$ cat config.mk
export PLATFORM = sky130hd
export DESIGN_NAME = servo_response_frame_receiver_top
export DESIGN_NICKNAME = d
export VERILOG_FILES = /design/src/rtl/srfr_pkg.sv /design/src/rtl/srfr_buf.sv /design/src/rtl/srfr_fifo.sv /design/src/rtl/srfr_front.sv /design/src/rtl/srfr_back.sv /design/src/rtl/servo_response_frame_receiver_top.sv
export SDC_FILE = /design/constraint.sdc
export NUM_CORES = 1
export LEC_CHECK = 0
export ABC_AREA = 1
export BUFFER_PORTS_ARGS = -buffer_cell sky130_fd_sc_hd__buf_2
export CELL_PAD_IN_SITES_DETAIL_PLACEMENT = 1
export CELL_PAD_IN_SITES_GLOBAL_PLACEMENT = 1
export CORE_ASPECT_RATIO = 1.1
export CORE_MARGIN = 1.5
export CORE_UTILIZATION = 30
export CTS_CLUSTER_DIAMETER = 60
export DETAILED_ROUTE_END_ITERATION = 7
export MAX_ROUTING_LAYER = met4
export PLACE_DENSITY = 0.57
export SLEW_MARGIN = 20
export SYNTH_ARGS = -nofsm -noshare
export SYNTH_HDL_FRONTEND = slang
export SYNTH_SLANG_ARGS = --single-unit
$ cat constraint.sdc
create_clock -name clk -period 2.54 [get_ports clk]
set_input_delay 0.127 -clock clk [delete_from_list [all_inputs] [get_ports clk]]
set_output_delay 0.127 -clock clk [all_outputs]
set_load 0.02 [all_outputs]
$ cat src/rtl/srfr_pkg.sv
// Shared types and constants for the servo response frame receiver.
// Used by every module under rtl/; no dependencies of its own.
`timescale 1ns / 1ps
package srfr_pkg;
	localparam int MAX_LEN     = 32;
	localparam int STORE_DEPTH = MAX_LEN + 1;
	localparam int IDX_W       = $clog2(STORE_DEPTH);
	localparam int MEM_DEPTH   = 2 * STORE_DEPTH;
	localparam int ADDR_W      = $clog2(MEM_DEPTH);
	localparam int QDEPTH      = 2;
	localparam int QPTR_W      = $clog2(QDEPTH);
	localparam int QCNT_W      = $clog2(QDEPTH + 1);

	localparam logic [7:0] HDR_BYTE = 8'h55;
	localparam logic [7:0] MIN_LEN  = 8'd2;

	localparam logic [1:0] ST_OK   = 2'd0;
	localparam logic [1:0] ST_CSUM = 2'd1;
	localparam logic [1:0] ST_LEN  = 2'd2;

	// One unit of work handed from the front to the back.
	typedef struct packed {
		logic [1:0]       status;
		logic             bank;
		logic [IDX_W-1:0] last_idx;
	} job_t;

	typedef struct packed {
		logic              en;
		logic [ADDR_W-1:0] addr;
		logic [7:0]        data;
	} mem_wr_t;

	typedef struct packed {
		logic en;
		logic bank;
	} busy_clr_t;

	function automatic logic [ADDR_W-1:0] mem_addr(input logic bank,
			input logic [IDX_W-1:0] idx);
		mem_addr = bank ? (ADDR_W'(STORE_DEPTH) + ADDR_W'(idx)) : ADDR_W'(idx);
	endfunction
endpackage

$ cat src/rtl/srfr_buf.sv
// Two-bank frame byte store: one write port, one registered read port.
// Depends on srfr_pkg.
`timescale 1ns / 1ps
module srfr_buf (
	input  logic                      clk,
	input  srfr_pkg::mem_wr_t         wr,
	input  logic                      rd_en,
	input  logic [srfr_pkg::ADDR_W-1:0] rd_addr,
	output logic [7:0]                rd_data
);
	import srfr_pkg::*;

	logic [7:0] mem [MEM_DEPTH];

	always_ff @(posedge clk) begin
		if (wr.en) begin
			mem[wr.addr] <= wr.data;
		end
		if (rd_en) begin
			rd_data <= mem[rd_addr];
		end
	end
endmodule

$ cat src/rtl/srfr_fifo.sv
// Short job queue between the receive front end and the emit back end.
// Depends on srfr_pkg.
`timescale 1ns / 1ps
module srfr_fifo (
	input  logic           clk,
	input  logic           arst_n,
	input  logic           push,
	input  srfr_pkg::job_t push_job,
	output logic           full,
	input  logic           pop,
	output logic           head_valid,
	output srfr_pkg::job_t head_job
);
	import srfr_pkg::*;

	job_t              slot_q [QDEPTH];
	logic [QPTR_W-1:0] wr_ptr_q;
	logic [QPTR_W-1:0] rd_ptr_q;
	logic [QCNT_W-1:0] cnt_q;

	assign full       = (cnt_q == QCNT_W'(QDEPTH));
	assign head_valid = (cnt_q != '0);
	assign head_job   = slot_q[rd_ptr_q];

	always_ff @(posedge clk) begin
		if (push) begin
			slot_q[wr_ptr_q] <= push_job;
		end
	end

	always_ff @(posedge clk or negedge arst_n) begin
		if (!arst_n) begin
			wr_ptr_q <= '0;
			rd_ptr_q <= '0;
			cnt_q    <= '0;
		end else begin
			if (push) begin
				wr_ptr_q <= (wr_ptr_q == QPTR_W'(QDEPTH - 1)) ? '0 : wr_ptr_q + 1'b1;
			end
			if (pop) begin
				rd_ptr_q <= (rd_ptr_q == QPTR_W'(QDEPTH - 1)) ? '0 : rd_ptr_q + 1'b1;
			end
			if (push && !pop) begin
				cnt_q <= cnt_q + 1'b1;
			end else if (pop && !push) begin
				cnt_q <= cnt_q - 1'b1;
			end
		end
	end
endmodule

$ cat src/rtl/srfr_front.sv
// Receive front end: header hunt, length check, byte store, checksum.
// Pushes one job per finished frame or error. Depends on srfr_pkg.
`timescale 1ns / 1ps
module srfr_front (
	input  logic                clk,
	input  logic                arst_n,
	input  logic                in_valid,
	output logic                in_ready,
	input  logic [7:0]          rx_byte,
	output srfr_pkg::mem_wr_t   mem_wr,
	output logic                push,
	output srfr_pkg::job_t      push_job,
	input  logic                q_full,
	input  srfr_pkg::busy_clr_t busy_clr
);
	import srfr_pkg::*;

	localparam logic [1:0] F_HUNT = 2'd0;
	localparam logic [1:0] F_HDR1 = 2'd1;
	localparam logic [1:0] F_RECV = 2'd2;

	logic [1:0]       state_q;
	logic [IDX_W-1:0] idx_q;
	logic [7:0]       len_q;
	logic [7:0]       sum_q;
	logic             bank_q;
	logic [1:0]       busy_q;

	logic acc, recv, is_len, len_bad, is_end, csum_ok;

	// A bank still being emitted cannot take new bytes.
	assign in_ready = !q_full && !busy_q[bank_q];
	assign acc      = in_valid && in_ready;
	assign recv     = acc && (state_q == F_RECV);
	assign is_len   = (idx_q == IDX_W'(1));
	assign len_bad  = (rx_byte < MIN_LEN) || (rx_byte > 8'(MAX_LEN));
	assign is_end   = (idx_q >= IDX_W'(2)) && (8'(idx_q) == len_q);
	assign csum_ok  = (~sum_q == rx_byte);

	always_comb begin
		mem_wr.en   = recv;
		mem_wr.addr = mem_addr(bank_q, idx_q);
		mem_wr.data = rx_byte;

		push              = recv && ((is_len && len_bad) || is_end);
		push_job.bank     = bank_q;
		push_job.last_idx = idx_q;
		if (is_len) begin
			push_job.status = ST_LEN;
		end else if (csum_ok) begin
			push_job.status = ST_OK;
		end else begin
			push_job.status = ST_CSUM;
		end
	end

	always_ff @(posedge clk or negedge arst_n) begin
		if (!arst_n) begin
			state_q <= F_HUNT;
			idx_q   <= '0;
			len_q   <= '0;
			sum_q   <= '0;
			bank_q  <= 1'b0;
		end else if (acc) begin
			unique case (state_q)
				F_HUNT: begin
					if (rx_byte == HDR_BYTE) begin
						state_q <= F_HDR1;
					end
				end
				F_HDR1: begin
					state_q <= (rx_byte == HDR_BYTE) ? F_RECV : F_HUNT;
					idx_q   <= '0;
					sum_q   <= '0;
				end
				F_RECV: begin
					if (is_len) begin
						len_q <= rx_byte;
					end
					if (push) begin
						state_q <= F_HUNT;
						sum_q   <= '0;
						if (push_job.status == ST_OK) begin
							bank_q <= !bank_q;
						end
					end else begin
						sum_q <= sum_q + rx_byte;
						idx_q <= idx_q + 1'b1;
					end
				end
				default: begin
					state_q <= F_HUNT;
					sum_q   <= '0;
				end
			endcase
		end
	end

	always_ff @(posedge clk or negedge arst_n) begin
		if (!arst_n) begin
			busy_q <= '0;
		end else begin
			for (int b = 0; b < 2; b++) begin
				if (push && push_job.status == ST_OK && bank_q == 1'(b)) begin
					busy_q[b] <= 1'b1;
				end else if (busy_clr.en && busy_clr.bank == 1'(b)) begin
					busy_q[b] <= 1'b0;
				end
			end
		end
	end
endmodule

$ cat src/rtl/srfr_back.sv
// Emit back end: pops jobs and plays out stored frames or error results
// through a registered output slot. Depends on srfr_pkg.
`timescale 1ns / 1ps
module srfr_back (
	input  logic                        clk,
	input  logic                        arst_n,
	input  logic                        job_valid,
	input  srfr_pkg::job_t              job,
	output logic                        pop,
	output logic                        rd_en,
	output logic [srfr_pkg::ADDR_W-1:0] rd_addr,
	input  logic [7:0]                  rd_data,
	output srfr_pkg::busy_clr_t         busy_clr,
	output logic                        out_valid,
	input  logic                        out_ready,
	output logic [7:0]                  frame_byte,
	output logic [1:0]                  status,
	output logic                        last
);
	import srfr_pkg::*;

	localparam logic [1:0] B_IDLE = 2'd0;
	localparam logic [1:0] B_ERR  = 2'd1;
	localparam logic [1:0] B_DATA = 2'd2;

	logic [1:0]       state_q;
	job_t             job_q;
	logic [IDX_W-1:0] k_q;
	logic             ov_q;
	logic [7:0]       fb_q;
	logic [1:0]       st_q;
	logic             last_q;

	logic slot_free, at_end, load;

	assign slot_free = !ov_q || out_ready;
	assign at_end    = (k_q == job_q.last_idx);
	assign load      = slot_free && ((state_q == B_ERR) || (state_q == B_DATA));
	assign pop       = (state_q == B_IDLE) && job_valid;

	always_comb begin
		rd_en   = 1'b0;
		rd_addr = mem_addr(job.bank, '0);
		if (pop && job.status == ST_OK) begin
			rd_en = 1'b1;
		end else if (state_q == B_DATA && slot_free && !at_end) begin
			rd_en   = 1'b1;
			rd_addr = mem_addr(job_q.bank, k_q + 1'b1);
		end
		busy_clr.en   = (state_q == B_DATA) && slot_free && at_end;
		busy_clr.bank = job_q.bank;
	end

	always_ff @(posedge clk or negedge arst_n) begin
		if (!arst_n) begin
			state_q <= B_IDLE;
			k_q     <= '0;
			ov_q    <= 1'b0;
		end else begin
			if (load) begin
				ov_q <= 1'b1;
			end else if (out_ready) begin
				ov_q <= 1'b0;
			end
			unique case (state_q)
				B_IDLE: begin
					if (pop) begin
						k_q     <= '0;
						state_q <= (job.status == ST_OK) ? B_DATA : B_ERR;
					end
				end
				B_ERR: begin
					if (slot_free) begin
						state_q <= B_IDLE;
					end
				end
				B_DATA: begin
					if (slot_free) begin
						if (at_end) begin
							state_q <= B_IDLE;
						end else begin
							k_q <= k_q + 1'b1;
						end
					end
				end
				default: state_q <= B_IDLE;
			endcase
		end
	end

	always_ff @(posedge clk) begin
		if (pop) begin
			job_q <= job;
		end
		if (load) begin
			if (state_q == B_DATA) begin
				fb_q   <= rd_data;
				st_q   <= ST_OK;
				last_q <= at_end;
			end else begin
				fb_q   <= '0;
				st_q   <= job_q.status;
				last_q <= 1'b1;
			end
		end
	end

	assign out_valid  = ov_q;
	assign frame_byte = fb_q;
	assign status     = st_q;
	assign last       = last_q;
endmodule

$ cat src/rtl/servo_response_frame_receiver_top.sv
// Top level of the servo response frame receiver.
// Instantiates srfr_front, srfr_fifo, srfr_buf and srfr_back; uses srfr_pkg.
//
// Input channel (in_valid/in_ready, rx_byte) takes one serial byte per
// transaction. After two 0x55 bytes, id, length, command, parameters and
// checksum are stored. Output channel (out_valid/out_ready) carries
// frame_byte, status and last.
// A good frame plays out as length+1 transactions, status 0, last on the
// checksum byte. A checksum mismatch (status 1) or a length byte below 2
// or above MAX_LEN (status 2) gives a single transaction with frame_byte 0
// and last set; the receiver then hunts for a header again.
// Throughput: one input byte per cycle while not stalled. The first byte of
// a frame passes through the job queue and one registered memory read into
// the output slot that drives out_valid; further bytes follow one per cycle
// while out_ready stays high, each through the single read port of the frame
// store. An error result goes via the queue and the error state to the slot.
// The store has two banks and the job queue two entries, so input keeps
// flowing while a frame drains; in_ready drops when the queue is full or
// the next bank is still being played out. A stalled receiver holds the
// output slot and backs up into the queue, then into the input.
// Reset clears the hunt state, the queue and the output slot.
`timescale 1ns / 1ps
module servo_response_frame_receiver_top (
	input  logic       clk,
	input  logic       arst_n,
	input  logic       in_valid,
	output logic       in_ready,
	input  logic [7:0] rx_byte,
	output logic       out_valid,
	input  logic       out_ready,
	output logic [7:0] frame_byte,
	output logic [1:0] status,
	output logic       last
);
	import srfr_pkg::*;

	mem_wr_t           mem_wr;
	logic              push, q_full, pop, head_valid, rd_en;
	job_t              push_job, head_job;
	busy_clr_t         busy_clr;
	logic [ADDR_W-1:0] rd_addr;
	logic [7:0]        rd_data;

	srfr_front u_front (
		.clk      (clk),
		.arst_n   (arst_n),
		.in_valid (in_valid),
		.in_ready (in_ready),
		.rx_byte  (rx_byte),
		.mem_wr   (mem_wr),
		.push     (push),
		.push_job (push_job),
		.q_full   (q_full),
		.busy_clr (busy_clr)
	);

	srfr_fifo u_fifo (
		.clk        (clk),
		.arst_n     (arst_n),
		.push       (push),
		.push_job   (push_job),
		.full       (q_full),
		.pop        (pop),
		.head_valid (head_valid),
		.head_job   (head_job)
	);

	srfr_buf u_buf (
		.clk     (clk),
		.wr      (mem_wr),
		.rd_en   (rd_en),
		.rd_addr (rd_addr),
		.rd_data (rd_data)
	);

	srfr_back u_back (
		.clk        (clk),
		.arst_n     (arst_n),
		.job_valid  (head_valid),
		.job        (head_job),
		.pop        (pop),
		.rd_en      (rd_en),
		.rd_addr    (rd_addr),
		.rd_data    (rd_data),
		.busy_clr   (busy_clr),
		.out_valid  (out_valid),
		.out_ready  (out_ready),
		.frame_byte (frame_byte),
		.status     (status),
		.last       (last)
	);
endmodule

==> results of run 1 <==
-- cells in the mapped netlist (3+ instances only) --
| master | count |
|---|---|
| sky130_fd_sc_hd__a21oi_1 | 9 |
| sky130_fd_sc_hd__buf_1 | 3 |
| sky130_fd_sc_hd__buf_2 | 73 |
| sky130_fd_sc_hd__buf_4 | 31 |
| sky130_fd_sc_hd__buf_6 | 18 |
| sky130_fd_sc_hd__clkbuf_1 | 14 |
| sky130_fd_sc_hd__dfrtp_1 | 40 |
| sky130_fd_sc_hd__edfxtp_1 | 574 |
| sky130_fd_sc_hd__ha_1 | 17 |
| sky130_fd_sc_hd__inv_1 | 373 |
| sky130_fd_sc_hd__inv_2 | 11 |
| sky130_fd_sc_hd__nand2_1 | 483 |
| sky130_fd_sc_hd__nand2_2 | 5 |
| sky130_fd_sc_hd__nand2_4 | 3 |
| sky130_fd_sc_hd__nand3_1 | 514 |
| sky130_fd_sc_hd__nand3b_1 | 192 |
| sky130_fd_sc_hd__nand4_1 | 8 |
| sky130_fd_sc_hd__nor2_1 | 136 |
| sky130_fd_sc_hd__nor2_2 | 5 |
| sky130_fd_sc_hd__nor3_1 | 7 |
| sky130_fd_sc_hd__o21ai_0 | 46 |
| sky130_fd_sc_hd__o22ai_1 | 10 |
| sky130_fd_sc_hd__o31ai_1 | 3 |
| sky130_fd_sc_hd__xor2_1 | 15 |
-- critical path: cells and delay by family, from the launching register on --
kind | cells | cell delay (ps)
and+or+nand+nor | 13 | 1200
DFF | 1 | 400
adders and majority gates | 1 | 140
buffers and inverters | 7 | 790
-- cells by family after synthesis --
group                    Yosys count  synth area share, %
AND/OR/NAND/NOR                 1365                 23.7
flip-flops                       614                 65.1
buffers and inverters            523                 8.23
AO/OA/AOI/OAI                     78                 1.59
adder cells (fa/ha/maj)           18                0.831
XOR/XNOR                          17                0.531
-- state kept, by name (all words and copies together), names as in the netlist, 6 cells and up --
register           flops
u_front.sum_q          8
u_front.idx_q          6
u_back.k_q             6
u_back.frame_byte      8
u_back.job_q           8
u_front.len_q          8
u_buf.rd_data          8
u_fifo.slot_q         18
u_buf.mem            528
-- cell type report --
cell class	instances	share of cell area (%)
clock buffer	85	5.22
sequential	614	50.9
multi-input combinational	1478	24.0
clock inverter	38	0.758
timing repair buffer	352	10.7
inverter	384	4.09
tap	1249	4.36
-- layer usage --
layer | global-route usage (%) | up-vias | part of all wire [%]
met5 | - | - | 0
met4 | 7.86 | 0 | 3.5
met3 | 2.06 | 140 | 3.2
met2 | 35.7 | 369 | 51
met1 | 24.9 | 10500 | 42
li1 | - | 9453 | -
-- report_power, final --
group | leakage [nW] | switching (mW) | internal [mW]
logic | 7.63 | 8.55 | 5.28
clock network | 1.03 | 4.16 | 5.46
registers | 5.68 | 0.336 | 11.9
total | 14.3 | 13.0 | 22.6
-- final timing paths --
check                                         startpoint                              to  slack (ps)  cells after the start
min                                               arst_n       u_back.k_q[4]$_DFFE_PN0P_          60                      2
max                        u_back.state_q[0]$_DFFE_PN0P_      u_buf.rd_data[1]$_DFFE_PP_        -240                     21
max in group asynchronous                         arst_n    u_front.idx_q[0]$_DFFE_PN0P_        2030                      2
min reg2reg                 u_front.len_q[6]$_DFFE_PN0P_    u_front.len_q[6]$_DFFE_PN0P_         500                      2
max reg2reg                u_back.state_q[0]$_DFFE_PN0P_      u_buf.rd_data[1]$_DFFE_PP_        -240                     21
min in group clk                                in_valid  u_front.state_q[0]$_DFFE_PN0P_         140                      5
-- through the flow --
stage / cells / util, % / hold WS [ps] / area (sq um) / worst slack (ps)
2_1_floorplan: 2615 / - / -169 / 28000 / 33.1
3_3_place_gp: 4008 / 33.9 / 349 / 31300 / -542
3_5_place_dp: 4008 / 33.9 / 375 / 31300 / -633
4_1_cts: 4184 / 38.0 / 135 / 35200 / -239
5_1_grt: 4200 / 38.7 / 85.7 / 35800 / -379
6_report: 4200 / 38.7 / 64.6 / 35800 / -242
-- timing repair --
| item | in CTS | in global routing |
|---|---|---|
| cloned | 13 | 6 |
| endpoints found under the setup margin | 145 | 448 |
| buffers inserted | 32 | 10 |
| endpoints found under the hold margin | 56 | 0 |
| pin swaps | 34 | 46 |
| hold buffers | 10 | 0 |
| gates resized for setup | 191 | 114 |
-- layout by cell type (no fill, tap or decap), types with 6 or more instances in the layout --
cell type,count
sky130_fd_sc_hd__o21ai_0,42
sky130_fd_sc_hd__dlygate4sd3_1,10
sky130_fd_sc_hd__nor2_2,11
sky130_fd_sc_hd__buf_4,231
sky130_fd_sc_hd__clkinv_1,16
sky130_fd_sc_hd__nand2_4,7
sky130_fd_sc_hd__clkinv_2,9
sky130_fd_sc_hd__o22ai_1,10
sky130_fd_sc_hd__a21oi_1,7
sky130_fd_sc_hd__buf_12,41
sky130_fd_sc_hd__nand3_1,363
sky130_fd_sc_hd__inv_2,10
sky130_fd_sc_hd__nand2_2,33
sky130_fd_sc_hd__nor2_1,125
sky130_fd_sc_hd__nand2_1,449
sky130_fd_sc_hd__ha_1,15
sky130_fd_sc_hd__inv_1,369
sky130_fd_sc_hd__dfrtp_1,38
sky130_fd_sc_hd__clkbuf_16,79
sky130_fd_sc_hd__nand3_2,133
sky130_fd_sc_hd__nor2_4,7
sky130_fd_sc_hd__nand4_1,8
sky130_fd_sc_hd__xor2_1,15
sky130_fd_sc_hd__edfxtp_1,574
sky130_fd_sc_hd__nand3b_1,192
sky130_fd_sc_hd__buf_6,18
sky130_fd_sc_hd__buf_8,7
sky130_fd_sc_hd__nand3_4,21
sky130_fd_sc_hd__clkbuf_1,12
sky130_fd_sc_hd__clkinvlp_4,6
sky130_fd_sc_hd__nor3_1,7
sky130_fd_sc_hd__buf_16,17
sky130_fd_sc_hd__buf_2,17
==> Flow_metrics.wiki, run 1 <==
{| class="wikitable"
! Metric !! Value
|-
| Status || complete, but fails checks
|-
| Violations in the final reports || setup timing
|-
| Total count of max-transition violations in the final report || 0
|-
| Max-capacitance violation count || 0
|-
| Cell type with the largest total area after synthesis || sky130_fd_sc_hd__edfxtp_1
|-
| Final worst setup slack || -242 ps
|-
| Path type of the worst setup path || reg2reg
|-
| Overall Power || 35.6 mW
|-
| Count of buffers from port buffering || 24
|-
| Per-instance average area after synthesis || 10.7 sq um
|-
| Routability congestion estimate from global placement || 0.901
|-
| Area taken by multi-input logic gates || 0.00860 sq mm
|-
| Sequential cell area || 0.0182 sq mm
|-
| DRC marker count from the first detailed-route iteration || 1531
|-
| Setup repair after global routing missed its margin || true
|-
| Cell count after synthesis || 2615
|-
| Yosys warnings || 0
|-
| Post-detailed-placement half-perimeter wirelength || 59400 microns
|-
| Fill cell total of the finished layout || 10100
|-
| Clock input transition at the sequential cells of the worst setup and hold paths || 60 ps
|-
| Largest stage delay, worst path || 400 ps
|-
| Power per Cell Area || 994 mW/mm^2
|-
| Insertion delay to the later sink of the worst-skew pair || 620 ps
|-
| Final hold viol count || 0
|-
| Critical path capture point type || flip-flop
|-
| Clk_skew || 28.9 ps
|-
| Endpoint arrival time on the critical path || 3140 ps
|-
| Count of different cell masters after synthesis || 43
|-
| Critical path cell sequence || inv_2 -> ha_4 -> inv_2 -> nor2_2 -> buf_6 -> nand3_4 -> nand2_8 -> nand2_8 -> buf_8 -> inv_8 -> buf_12 -> buf_12 -> nand2_2 -> nand3_2 -> nand3_4 -> nand3_4 -> nand3_2 -> nand3_2 -> nand2_2 -> nand2_2 -> nand2_1
|-
| Flip-flop cell with the highest count after synthesis || sky130_fd_sc_hd__edfxtp_1
|-
| Congestion Overflow GR || 0
|-
| Min-delay worst type || in2async
|-
| Summed negative setup slack over all endpoints || -1820 ps
|-
| DR vias || 20400
|-
| Standard cell with the maximum stage delay on the critical path || sky130_fd_sc_hd__dfrtp_1
|-
| Startpoint type of the worst setup path || flip-flop
|-
| Aggregate global-route resource usage || 20.6%
|-
| Clock tree from TritonCTS || built
|-
| Seq cells post-synth || 614
|-
| Leak || 14.3 nW
|-
| Number of antenna repair diodes || 0
|-
| I/O pin total || 25
|-
| Final period util || 110%
|-
| CTS Root Buffer Type || sky130_fd_sc_hd__clkbuf_16
|-
| Area share of the largest cell type after synthesis || 61.5%
|-
| Wirelength, routed || 95400 microns
|-
| Vias in the first global route || 21700
|-
| Starting density of the core || 30.3%
|-
| Async set or reset register ratio after synthesis || 6.51%
|-
| Cts bufs inserted || 69
|-
| Top achievable clock speed || 359 MHz
|-
| Cell row count || 117
|-
| Pin count of the biggest net entering global routing || 67
|-
| Largest cells by area after synthesis || sky130_fd_sc_hd__edfxtp_1 62%, sky130_fd_sc_hd__nand3_1 9.2%, sky130_fd_sc_hd__nand2_1 6.5%
|-
| WL/cell || 22.7 microns
|-
| Post-synth EDFFs || 574
|-
| Chip width || 294 microns
|-
| Number of buffers on the longest clock path || 3
|-
| Transition time at the pin with the least slew margin || 774 ps
|-
| Relative slew slack || 48.4%
|-
| Area of the mapped netlist || 0.0280 sq mm
|-
| Maximum fanout along the worst path || 8
|-
| Crit path time final || 2780 ps
|-
| Floorplan Core Area || 0.0925 sq mm
|-
| Synthesized net count || 2645
|-
| Die outline height || 324 microns
|-
| Global-route wire length before repair || 142000 microns
|-
| Antenna violations before repair || 0
|-
| Final setup vio count || 8
|-
| Die outline area || 0.0952 sq mm
|-
| Final nets || 2929
|-
| Vias per std cell || 4.87
|-
| Final ANT Viol Nets || 0
|-
| Ratio of cells with drive above 1 in the final layout || 23.0%
|-
| Clock Sinks || 614
|-
| Max VDD drop || 487 uV
|-
| Endpoint required time on the critical path || 2900 ps
|-
| Number of levels in the clock H-tree || 3
|-
| Area Growth Syn to Fin || 27.9%
|-
| Sequential fraction of the synthesis area || 65.1%
|-
| Drc violations || 0
|-
| Number of detailed-routing iterations run before antenna repair || 7
|}
No activity file was read; power rests on OpenSTA's default activity.
==> run 2: changes to the inputs <==
--- a/config.mk
+++ b/config.mk
@@ -13,8 +13,8 @@
 export CORE_MARGIN = 1.5
 export CORE_UTILIZATION = 30
 export CTS_CLUSTER_DIAMETER = 60
+export CTS_CLUSTER_SIZE = 40
 export DETAILED_ROUTE_END_ITERATION = 7
-export MAX_ROUTING_LAYER = met4
 export PLACE_DENSITY = 0.57
 export SLEW_MARGIN = 20
 export SYNTH_ARGS = -nofsm -noshare
==> constraint.sdc (replaced) <==
create_clock -name clk -period 2.54 [get_ports clk]
set_input_delay 0.127 -clock clk [delete_from_list [all_inputs] [get_ports clk]]
set_output_delay 0.127 -clock clk [all_outputs]
set_load 0.01 [all_outputs]
==> run 2 against run 1 <==
Net effect:
- the flow still finishes with violations (setup timing)
- sequential share of layout area barely moved
- final area is essentially flat
- hold slack lost 20 ps
- clock power is 10% lower
- sequential cell count did not move
- clock skew about the same
- critical path depth decreased by 2
- maximum frequency is 1.1% higher
- non-clock buffer count unchanged
- sequential power is essentially flat
- largest cell class unchanged
==> Flow_metrics.wiki, run 2 (synthesis gave the netlist of run 1 again) <==
{| class="wikitable"
! Metric !! Value
|-
| Pin count of the biggest net entering global routing || 67
|-
| Chip width || 294 microns
|-
| Path type of the worst setup path || reg2reg
|-
| Flip-flop count of the largest register, all copies and words added || 528
|-
| Endpoint required time on the critical path || 2910 ps
|-
| Vias per std cell || 4.90
|-
| Overall Power || 36.0 mW
|-
| Most common cell after layout, fill and taps aside || sky130_fd_sc_hd__edfxtp_1
|-
| Critical path cell sequence || inv_2 -> ha_4 -> inv_2 -> nor2_4 -> buf_6 -> nand4_4 -> nand2_8 -> buf_16 -> buf_8 -> buf_16 -> nand2_1 -> nand3_1 -> nand3_1 -> nand3_2 -> nand3_2 -> nand3_4 -> nand2_2 -> nand2_1 -> nand2_1
|-
| Setup repair after global routing missed its margin || true
|-
| Clock Sinks || 614
|-
| Floorplan Core Area || 0.0925 sq mm
|-
| Number of levels in the clock H-tree || 2
|-
| Violations in the final reports || setup timing
|-
| DRC marker count from the first detailed-route iteration || 1446
|-
| Insertion delay to the later sink of the worst-skew pair || 640 ps
|-
| Maximum fanout along the worst path || 12
|-
| Cell family with most CP delay || simple AND/OR/NAND/NOR gates
|-
| FF-to-FF Start || u_back.state_q[0]$_DFFE_PN0P_
|-
| DR vias || 20500
|-
| Routability congestion estimate from global placement || 0.851
|-
| Final hold viol count || 0
|-
| Max-capacitance violation count || 0
|-
| Cts bufs inserted || 54
|-
| Number of buffers on the longest clock path || 3
|-
| Die outline height || 324 microns
|-
| GRT Max-Usage Layer || met2
|-
| CTS Root Buffer Type || sky130_fd_sc_hd__clkbuf_16
|-
| Drc violations || 0
|-
| Ratio of cells with drive above 1 in the final layout || 23.7%
|-
| Max VDD drop || 508 uV
|-
| Clk_skew || 28.8 ps
|-
| Wirelength, routed || 94400 microns
|-
| Critical path capture point type || flip-flop
|-
| Fraction of the core area covered by cells at the end of the flow || 38.8%
|-
| Largest stage delay, worst path || 400 ps
|-
| Cell row count || 117
|-
| I/O pin total || 25
|-
| Final setup vio count || 8
|-
| Buffer and inverter count on the worst path || 6
|-
| Top achievable clock speed || 363 MHz
|-
| Biggest regs || u_buf.mem (528), u_fifo.slot_q (18)
|-
| Minimum setup slack among reg-to-reg paths || -210 ps
|-
| Final ANT Viol Nets || 0
|-
| Startpoint type of the worst setup path || flip-flop
|-
| Highest-count cells in the layout ignoring fill and taps || 574 x sky130_fd_sc_hd__edfxtp_1, 466 x sky130_fd_sc_hd__nand2_1, 368 x sky130_fd_sc_hd__inv_1
|-
| Number of detailed-routing iterations run before antenna repair || 5
|-
| Final period util || 108%
|-
| Die outline area || 0.0952 sq mm
|-
| Depth of the most critical reg-to-reg path || 19
|-
| Final worst setup slack || -213 ps
|-
| Leak || 14.4 nW
|-
| Fill cell total of the finished layout || 10200
|-
| Summed area of non-filler cells in the final layout || 0.0359 sq mm
|-
| Transition time at the pin with the least slew margin || 965 ps
|-
| Met2 Use GR || 33.9%
|-
| Endpoint arrival time on the critical path || 3120 ps
|-
| Met3 capacity usage during global routing || 2.01%
|-
| Area Growth Syn to Fin || 28.0%
|-
| Met1 routing resource usage after global routing || 24.8%
|-
| WL/cell || 22.6 microns
|-
| Clock tree from TritonCTS || built
|-
| Number of antenna repair diodes || 0
|-
| Crit path time final || 2750 ps
|-
| Most Frequent Cell on Critical Path || sky130_fd_sc_hd__nand2_1
|-
| Antenna violations before repair || 1
|-
| Aggregate global-route resource usage || 19.3%
|-
| Total count of max-transition violations in the final report || 0
|-
| Post-detailed-placement half-perimeter wirelength || 57700 microns
|-
| End of the worst register-to-register path || u_buf.rd_data[7]$_DFFE_PP_
|-
| Power per Cell Area || 1000 mW/mm^2
|-
| Count of buffers from port buffering || 24
|-
| Vias in the first global route || 21200
|-
| Starting density of the core || 30.3%
|-
| Area post-placement || 0.0313 sq mm
|-
| Largest Register || u_buf.mem
|-
| Congestion Overflow GR || 0
|-
| Global-route wire length before repair || 137000 microns
|-
| Status || complete, but fails checks
|-
| Clock input transition at the sequential cells of the worst setup and hold paths || 70 ps
|-
| Min-delay worst type || in2async
|-
| Final nets || 2914
|-
| Standard cell with the maximum stage delay on the critical path || sky130_fd_sc_hd__dfrtp_1
|-
| Relative slew slack || 35.7%
|}
run 2: cell count changes in the layout (fill, tap and decap cells not counted), moves of 9 or more:
| cell | change |
|---|---|
| sky130_fd_sc_hd__nand3_1 | -31 |
| sky130_fd_sc_hd__nand2_2 | -11 |
| sky130_fd_sc_hd__nand2_1 | +17 |
| sky130_fd_sc_hd__clkbuf_16 | -13 |
| sky130_fd_sc_hd__buf_12 | +10 |
| sky130_fd_sc_hd__buf_4 | -24 |
| sky130_fd_sc_hd__clkbuf_1 | -9 |
| sky130_fd_sc_hd__clkinv_8 | +9 |
| sky130_fd_sc_hd__nand3_2 | +32 |
| sky130_fd_sc_hd__clkinv_1 | -13 |
run 2: area by class of cell:
class / instances / area [sq um] / share of cell area, %
Clock buffer: 58 / 1390 / 3.87
Clock inverter: 43 / 455 / 1.27
Inverter: 384 / 1470 / 4.09
Multi-Input combinational cell: 1478 / 8660 / 24.2
Sequential cell: 614 / 18200 / 50.9
Tap cell: 1249 / 1560 / 4.36
Timing Repair Buffer: 352 / 4090 / 11.4
run 2: where the power goes:
group          switching [mW]  internal [mW]  leakage (nW)
clock network            4.33           4.30         0.885
registers               0.374           11.8          5.68
logic                    8.91           6.24          7.79
total                    13.6           22.4          14.4
run 2: layer usage:
metal	vias to the layer above	routed length, microns
li1	9428	-
met1	10400	40000
met2	445	47200
met3	153	3610
met4	0	3570
met5	-	0
run 2: how the worst max path moves through the flow:
| stage | slack [ps] | end | start | cells past startpoint |
|---|---|---|---|---|
| after floorplan | 20 | u_fifo.slot_q[0][0]$_DFFE_PP_ | u_front.bank_q$_DFFE_PN0P_ | 11 |
| after global placement | -710 | u_buf.rd_data[7]$_DFFE_PP_ | u_back.state_q[0]$_DFFE_PN0P_ | 18 |
| after detailed placement | -740 | u_buf.rd_data[7]$_DFFE_PP_ | u_back.state_q[0]$_DFFE_PN0P_ | 18 |
| after CTS | -280 | u_buf.rd_data[6]$_DFFE_PP_ | u_back.k_q[0]$_DFFE_PN0P_ | 21 |
| after global routing | -330 | u_buf.rd_data[2]$_DFFE_PP_ | u_back.state_q[0]$_DFFE_PN0P_ | 19 |
| final | -210 | u_buf.rd_data[7]$_DFFE_PP_ | u_back.state_q[0]$_DFFE_PN0P_ | 19 |
run 2: worst reg2reg max path: stages (launching register included):
cell,delay (ps)
sky130_fd_sc_hd__dfrtp_1,400
sky130_fd_sc_hd__inv_2,110
sky130_fd_sc_hd__ha_4,150
sky130_fd_sc_hd__inv_2,50
sky130_fd_sc_hd__nor2_4,160
sky130_fd_sc_hd__buf_6,130
sky130_fd_sc_hd__nand4_4,140
sky130_fd_sc_hd__nand2_8,180
sky130_fd_sc_hd__buf_16,160
sky130_fd_sc_hd__buf_8,130
sky130_fd_sc_hd__buf_16,140
sky130_fd_sc_hd__nand2_1,60
sky130_fd_sc_hd__nand3_1,70
sky130_fd_sc_hd__nand3_1,100
sky130_fd_sc_hd__nand3_2,100
sky130_fd_sc_hd__nand3_2,120
sky130_fd_sc_hd__nand3_4,120
sky130_fd_sc_hd__nand2_2,60
sky130_fd_sc_hd__nand2_1,60
sky130_fd_sc_hd__nand2_1,50
run 2: timing repair:
item                       in CTS  in global routing
setup endpoints to repair      80                536
setup buffers                  21                 25
resized for setup             165                173
pin swaps                      24                 50
cloned                         19                 13
hold endpoints to repair       59                  0
hold buffers                    9                  0
run 2: through the flow:
step	setup slack, ps	hold slack [ps]	TNS (ps)	cells
after global placement	-707	351	-4690	3995
after global routing	-330	56.9	-2550	4178
after detailed placement	-737	372	-7260	3995
after CTS	-276	26.9	-2120	4144
final	-213	44.5	-1520	4178
after floorplan	19.9	-169	0	2615
==> run 3: changes to the inputs <==
--- a/config.mk
+++ b/config.mk
@@ -7,15 +7,14 @@
 export LEC_CHECK = 0
 export ABC_AREA = 1
 export BUFFER_PORTS_ARGS = -buffer_cell sky130_fd_sc_hd__buf_2
-export CELL_PAD_IN_SITES_DETAIL_PLACEMENT = 1
-export CELL_PAD_IN_SITES_GLOBAL_PLACEMENT = 1
 export CORE_ASPECT_RATIO = 1.1
 export CORE_MARGIN = 1.5
 export CORE_UTILIZATION = 30
 export CTS_CLUSTER_DIAMETER = 60
 export CTS_CLUSTER_SIZE = 40
 export DETAILED_ROUTE_END_ITERATION = 7
-export PLACE_DENSITY = 0.57
+export GPL_TIMING_DRIVEN = 0
+export PLACE_DENSITY = 0.48
 export SLEW_MARGIN = 20
 export SYNTH_ARGS = -nofsm -noshare
 export SYNTH_HDL_FRONTEND = slang
==> constraint.sdc (replaced) <==
create_clock -name clk -period 3.5 [get_ports clk]
set_input_delay 0.175 -clock clk [delete_from_list [all_inputs] [get_ports clk]]
set_output_delay 0.175 -clock clk [all_outputs]
set_load 0.01 [all_outputs]
==> run 3 against run 2 <==
Net effect:
- the flow now finishes without violations
- sequential power fell by 28%
- worst setup slack improved by 310 ps
- count of clock-buffer cells in the layout fell by 15
- highest routed layer unchanged
- combinational power fell by 48%
- non-clock buffer count fell by 173
- maximum frequency fell by 19%
- sequential share of layout area rose by 5.8 points
- largest power group is now registers
- first-iteration DRC count rose by 4.4%
- hold slack got worse by 25 ps
==> Flow_metrics.wiki, run 3 (synthesis gave the netlist of run 1 again) <==
{| class="wikitable"
! Metric !! Value
|-
| Status || complete, no violations
|-
| I/O pin total || 25
|-
| Cell row count || 117
|-
| Aggregate global-route resource usage || 17.6%
|-
| Largest Register || u_buf.mem
|-
| Endpoint arrival time on the critical path || 3740 ps
|-
| Number of buffers on the longest clock path || 3
|-
| Antenna violations before repair || 0
|-
| Die outline area || 0.0952 sq mm
|-
| End of the critical path || u_buf.rd_data[7]$_DFFE_PP_
|-
| Clock Sinks || 614
|-
| Min-Delay Path Depth || 1
|-
| Global-route wire length before repair || 123000 microns
|-
| Highest-count cells in the layout ignoring fill and taps || 574 x sky130_fd_sc_hd__edfxtp_1, 514 x sky130_fd_sc_hd__nand3_1, 475 x sky130_fd_sc_hd__nand2_1
|-
| Chip width || 294 microns
|-
| Final setup vio count || 0
|-
| Wirelength, routed || 83600 microns
|-
| Endpoint required time on the critical path || 3830 ps
|-
| Sequential cell area || 0.0182 sq mm
|-
| DR vias || 19200
|-
| DRC marker count from the first detailed-route iteration || 1509
|-
| Critical path capture point type || flip-flop
|-
| Flip-flop count of the largest register, all copies and words added || 528
|-
| Transition time at the pin with the least slew margin || 983 ps
|-
| Relative slew slack || 34.3%
|-
| Number of antenna repair diodes || 0
|-
| Number of levels in the clock H-tree || 2
|-
| WL/cell || 21.0 microns
|-
| Max-capacitance violation count || 0
|-
| Pin count of the biggest net entering global routing || 54
|-
| Final hold viol count || 0
|-
| Die outline height || 324 microns
|-
| Worst-case setup slack after placement || -547 ps
|-
| Summed negative setup slack over all endpoints || 0 ps
|-
| Count of buffers from port buffering || 24
|-
| Congestion Overflow GR || 0
|-
| Fraction of the core area covered by cells at the end of the flow || 34.8%
|-
| Min-delay worst type || in2reg
|-
| Vias in the first global route || 18800
|-
| Post-detailed-placement half-perimeter wirelength || 58700 microns
|-
| CTS Root Buffer Type || sky130_fd_sc_hd__clkbuf_16
|-
| WL met1 || 34200 microns
|-
| Clock input transition at the sequential cells of the worst setup and hold paths || 110 ps
|-
| Floorplan Core Area || 0.0925 sq mm
|-
| Routability congestion estimate from global placement || 0.869
|-
| Final nets || 2729
|-
| Maximum fanout along the worst path || 10
|-
| Final worst setup slack || 94.1 ps
|-
| Power per Cell Area || 697 mW/mm^2
|-
| Amount of wire on met2 after detailed routing || 43200 microns
|-
| Number of detailed-routing iterations run before antenna repair || 6
|-
| Total count of max-transition violations in the final report || 0
|-
| Most common cell after layout, fill and taps aside || sky130_fd_sc_hd__edfxtp_1
|-
| Biggest regs || u_buf.mem (528), u_fifo.slot_q (18)
|-
| Leak || 12.4 nW
|-
| Post-Route Hold Slack || 19.6 ps
|-
| Startpoint type of the worst setup path || flip-flop
|-
| Area Growth Syn to Fin || 14.8%
|-
| Max VDD drop || 490 uV
|-
| Cts bufs inserted || 42
|-
| Drc violations || 0
|-
| Worst setup startpoint || u_back.state_q[0]$_DFFE_PN0P_
|-
| WL met3 || 3470 microns
|-
| Final ANT Viol Nets || 0
|-
| Overall Power || 22.4 mW
|-
| Insertion delay to the later sink of the worst-skew pair || 620 ps
|-
| Ratio of cells with drive above 1 in the final layout || 12.9%
|-
| Highest routing layer actually used || met4
|-
| Top achievable clock speed || 294 MHz
|-
| Path type of the worst setup path || reg2reg
|-
| FF-to-FF Start || u_back.state_q[0]$_DFFE_PN0P_
|-
| Final period util || 97.3%
|-
| End of the worst register-to-register path || u_buf.rd_data[7]$_DFFE_PP_
|-
| Clock tree from TritonCTS || built
|-
| Crit path time final || 3410 ps
|-
| Area taken by multi-input logic gates || 0.00801 sq mm
|-
| Vias per std cell || 4.81
|-
| Fill cell total of the finished layout || 9336
|-
| Minimum setup slack among reg-to-reg paths || 90 ps
|-
| Depth of the most critical reg-to-reg path || 15
|-
| Starting density of the core || 30.3%
|-
| Setup repair after global routing missed its margin || true
|-
| Clk_skew || 33.6 ps
|}
-- run 3: worst max-delay path, cell delays in order (launching register included) --
cell	delay (ps)
sky130_fd_sc_hd__dfrtp_1	400
sky130_fd_sc_hd__inv_1	100
sky130_fd_sc_hd__ha_1	230
sky130_fd_sc_hd__inv_1	110
sky130_fd_sc_hd__nor2_4	210
sky130_fd_sc_hd__nand3_4	160
sky130_fd_sc_hd__nor2_1	260
sky130_fd_sc_hd__clkbuf_4	340
sky130_fd_sc_hd__buf_2	350
sky130_fd_sc_hd__nand3_1	180
sky130_fd_sc_hd__nand3_1	110
sky130_fd_sc_hd__nand3_1	110
sky130_fd_sc_hd__nand3_1	230
sky130_fd_sc_hd__nand2_1	170
sky130_fd_sc_hd__nand2_1	90
sky130_fd_sc_hd__nand2_1	80
-- run 3: final cells by class --
type | instances | area share, %
buffer | 139 | 2.77
clock buffer | 43 | 3.35
clock inverter | 34 | 1.51
inverter | 384 | 4.48
multi-input combinational | 1478 | 24.9
sequential | 614 | 56.7
tap | 1249 | 4.86
timing repair buffer | 40 | 1.41
-- run 3: worst min-delay path by stage --
| stage | slack (ps) | endpoint | startpoint |
|---|---|---|---|
| 2_1_floorplan | -120 | u_back.k_q[0]$_DFFE_PN0P_ | arst_n |
| 3_3_place_gp | 400 | u_front.sum_q[3]$_DFFE_PN0P_ | arst_n |
| 3_5_place_dp | 410 | u_front.sum_q[4]$_DFFE_PN0P_ | arst_n |
| 4_1_cts | 5 | u_buf.mem[59][7]$_DFFE_PP_ | rx_byte[7] |
| 5_1_grt | 4 | u_buf.mem[43][7]$_DFFE_PP_ | rx_byte[7] |
| 6_report | 20 | u_buf.mem[59][7]$_DFFE_PP_ | rx_byte[7] |
-- run 3: what timing repair did --
item / in CTS / in global routing
endpoints found under the hold margin: 75 / 0
buffers inserted: 1 / 2
resized for setup: 66 / 96
hold buffers: 5 / 0
endpoints found under the setup margin: 536 / 554
pin swaps: 1 / 2
-- run 3: per-stage QoR --
| step | cells | instance area (sq um) |
|---|---|---|
| after floorplan | 2615 | 28000 |
| after global placement | 3888 | 29700 |
| after CTS | 3979 | 31700 |
| after global routing | 3981 | 32200 |
| final | 3981 | 32200 |
| after detailed placement | 3896 | 29900 |
-- run 3: where the power goes --
part | leakage (nW) | internal (mW) | switching [mW]
Combinational | 6.00 | 2.27 | 5.62
Clock | 0.754 | 2.70 | 2.99
Sequential | 5.69 | 8.58 | 0.236
Total | 12.4 | 13.6 | 8.85
-- run 3: per-layer routing --
metal	vias to the layer above	track usage (%)
met4	0	6.54
met2	493	31.8
li1	9041	-
met5	-	0
met1	9508	21.5
met3	125	1.94
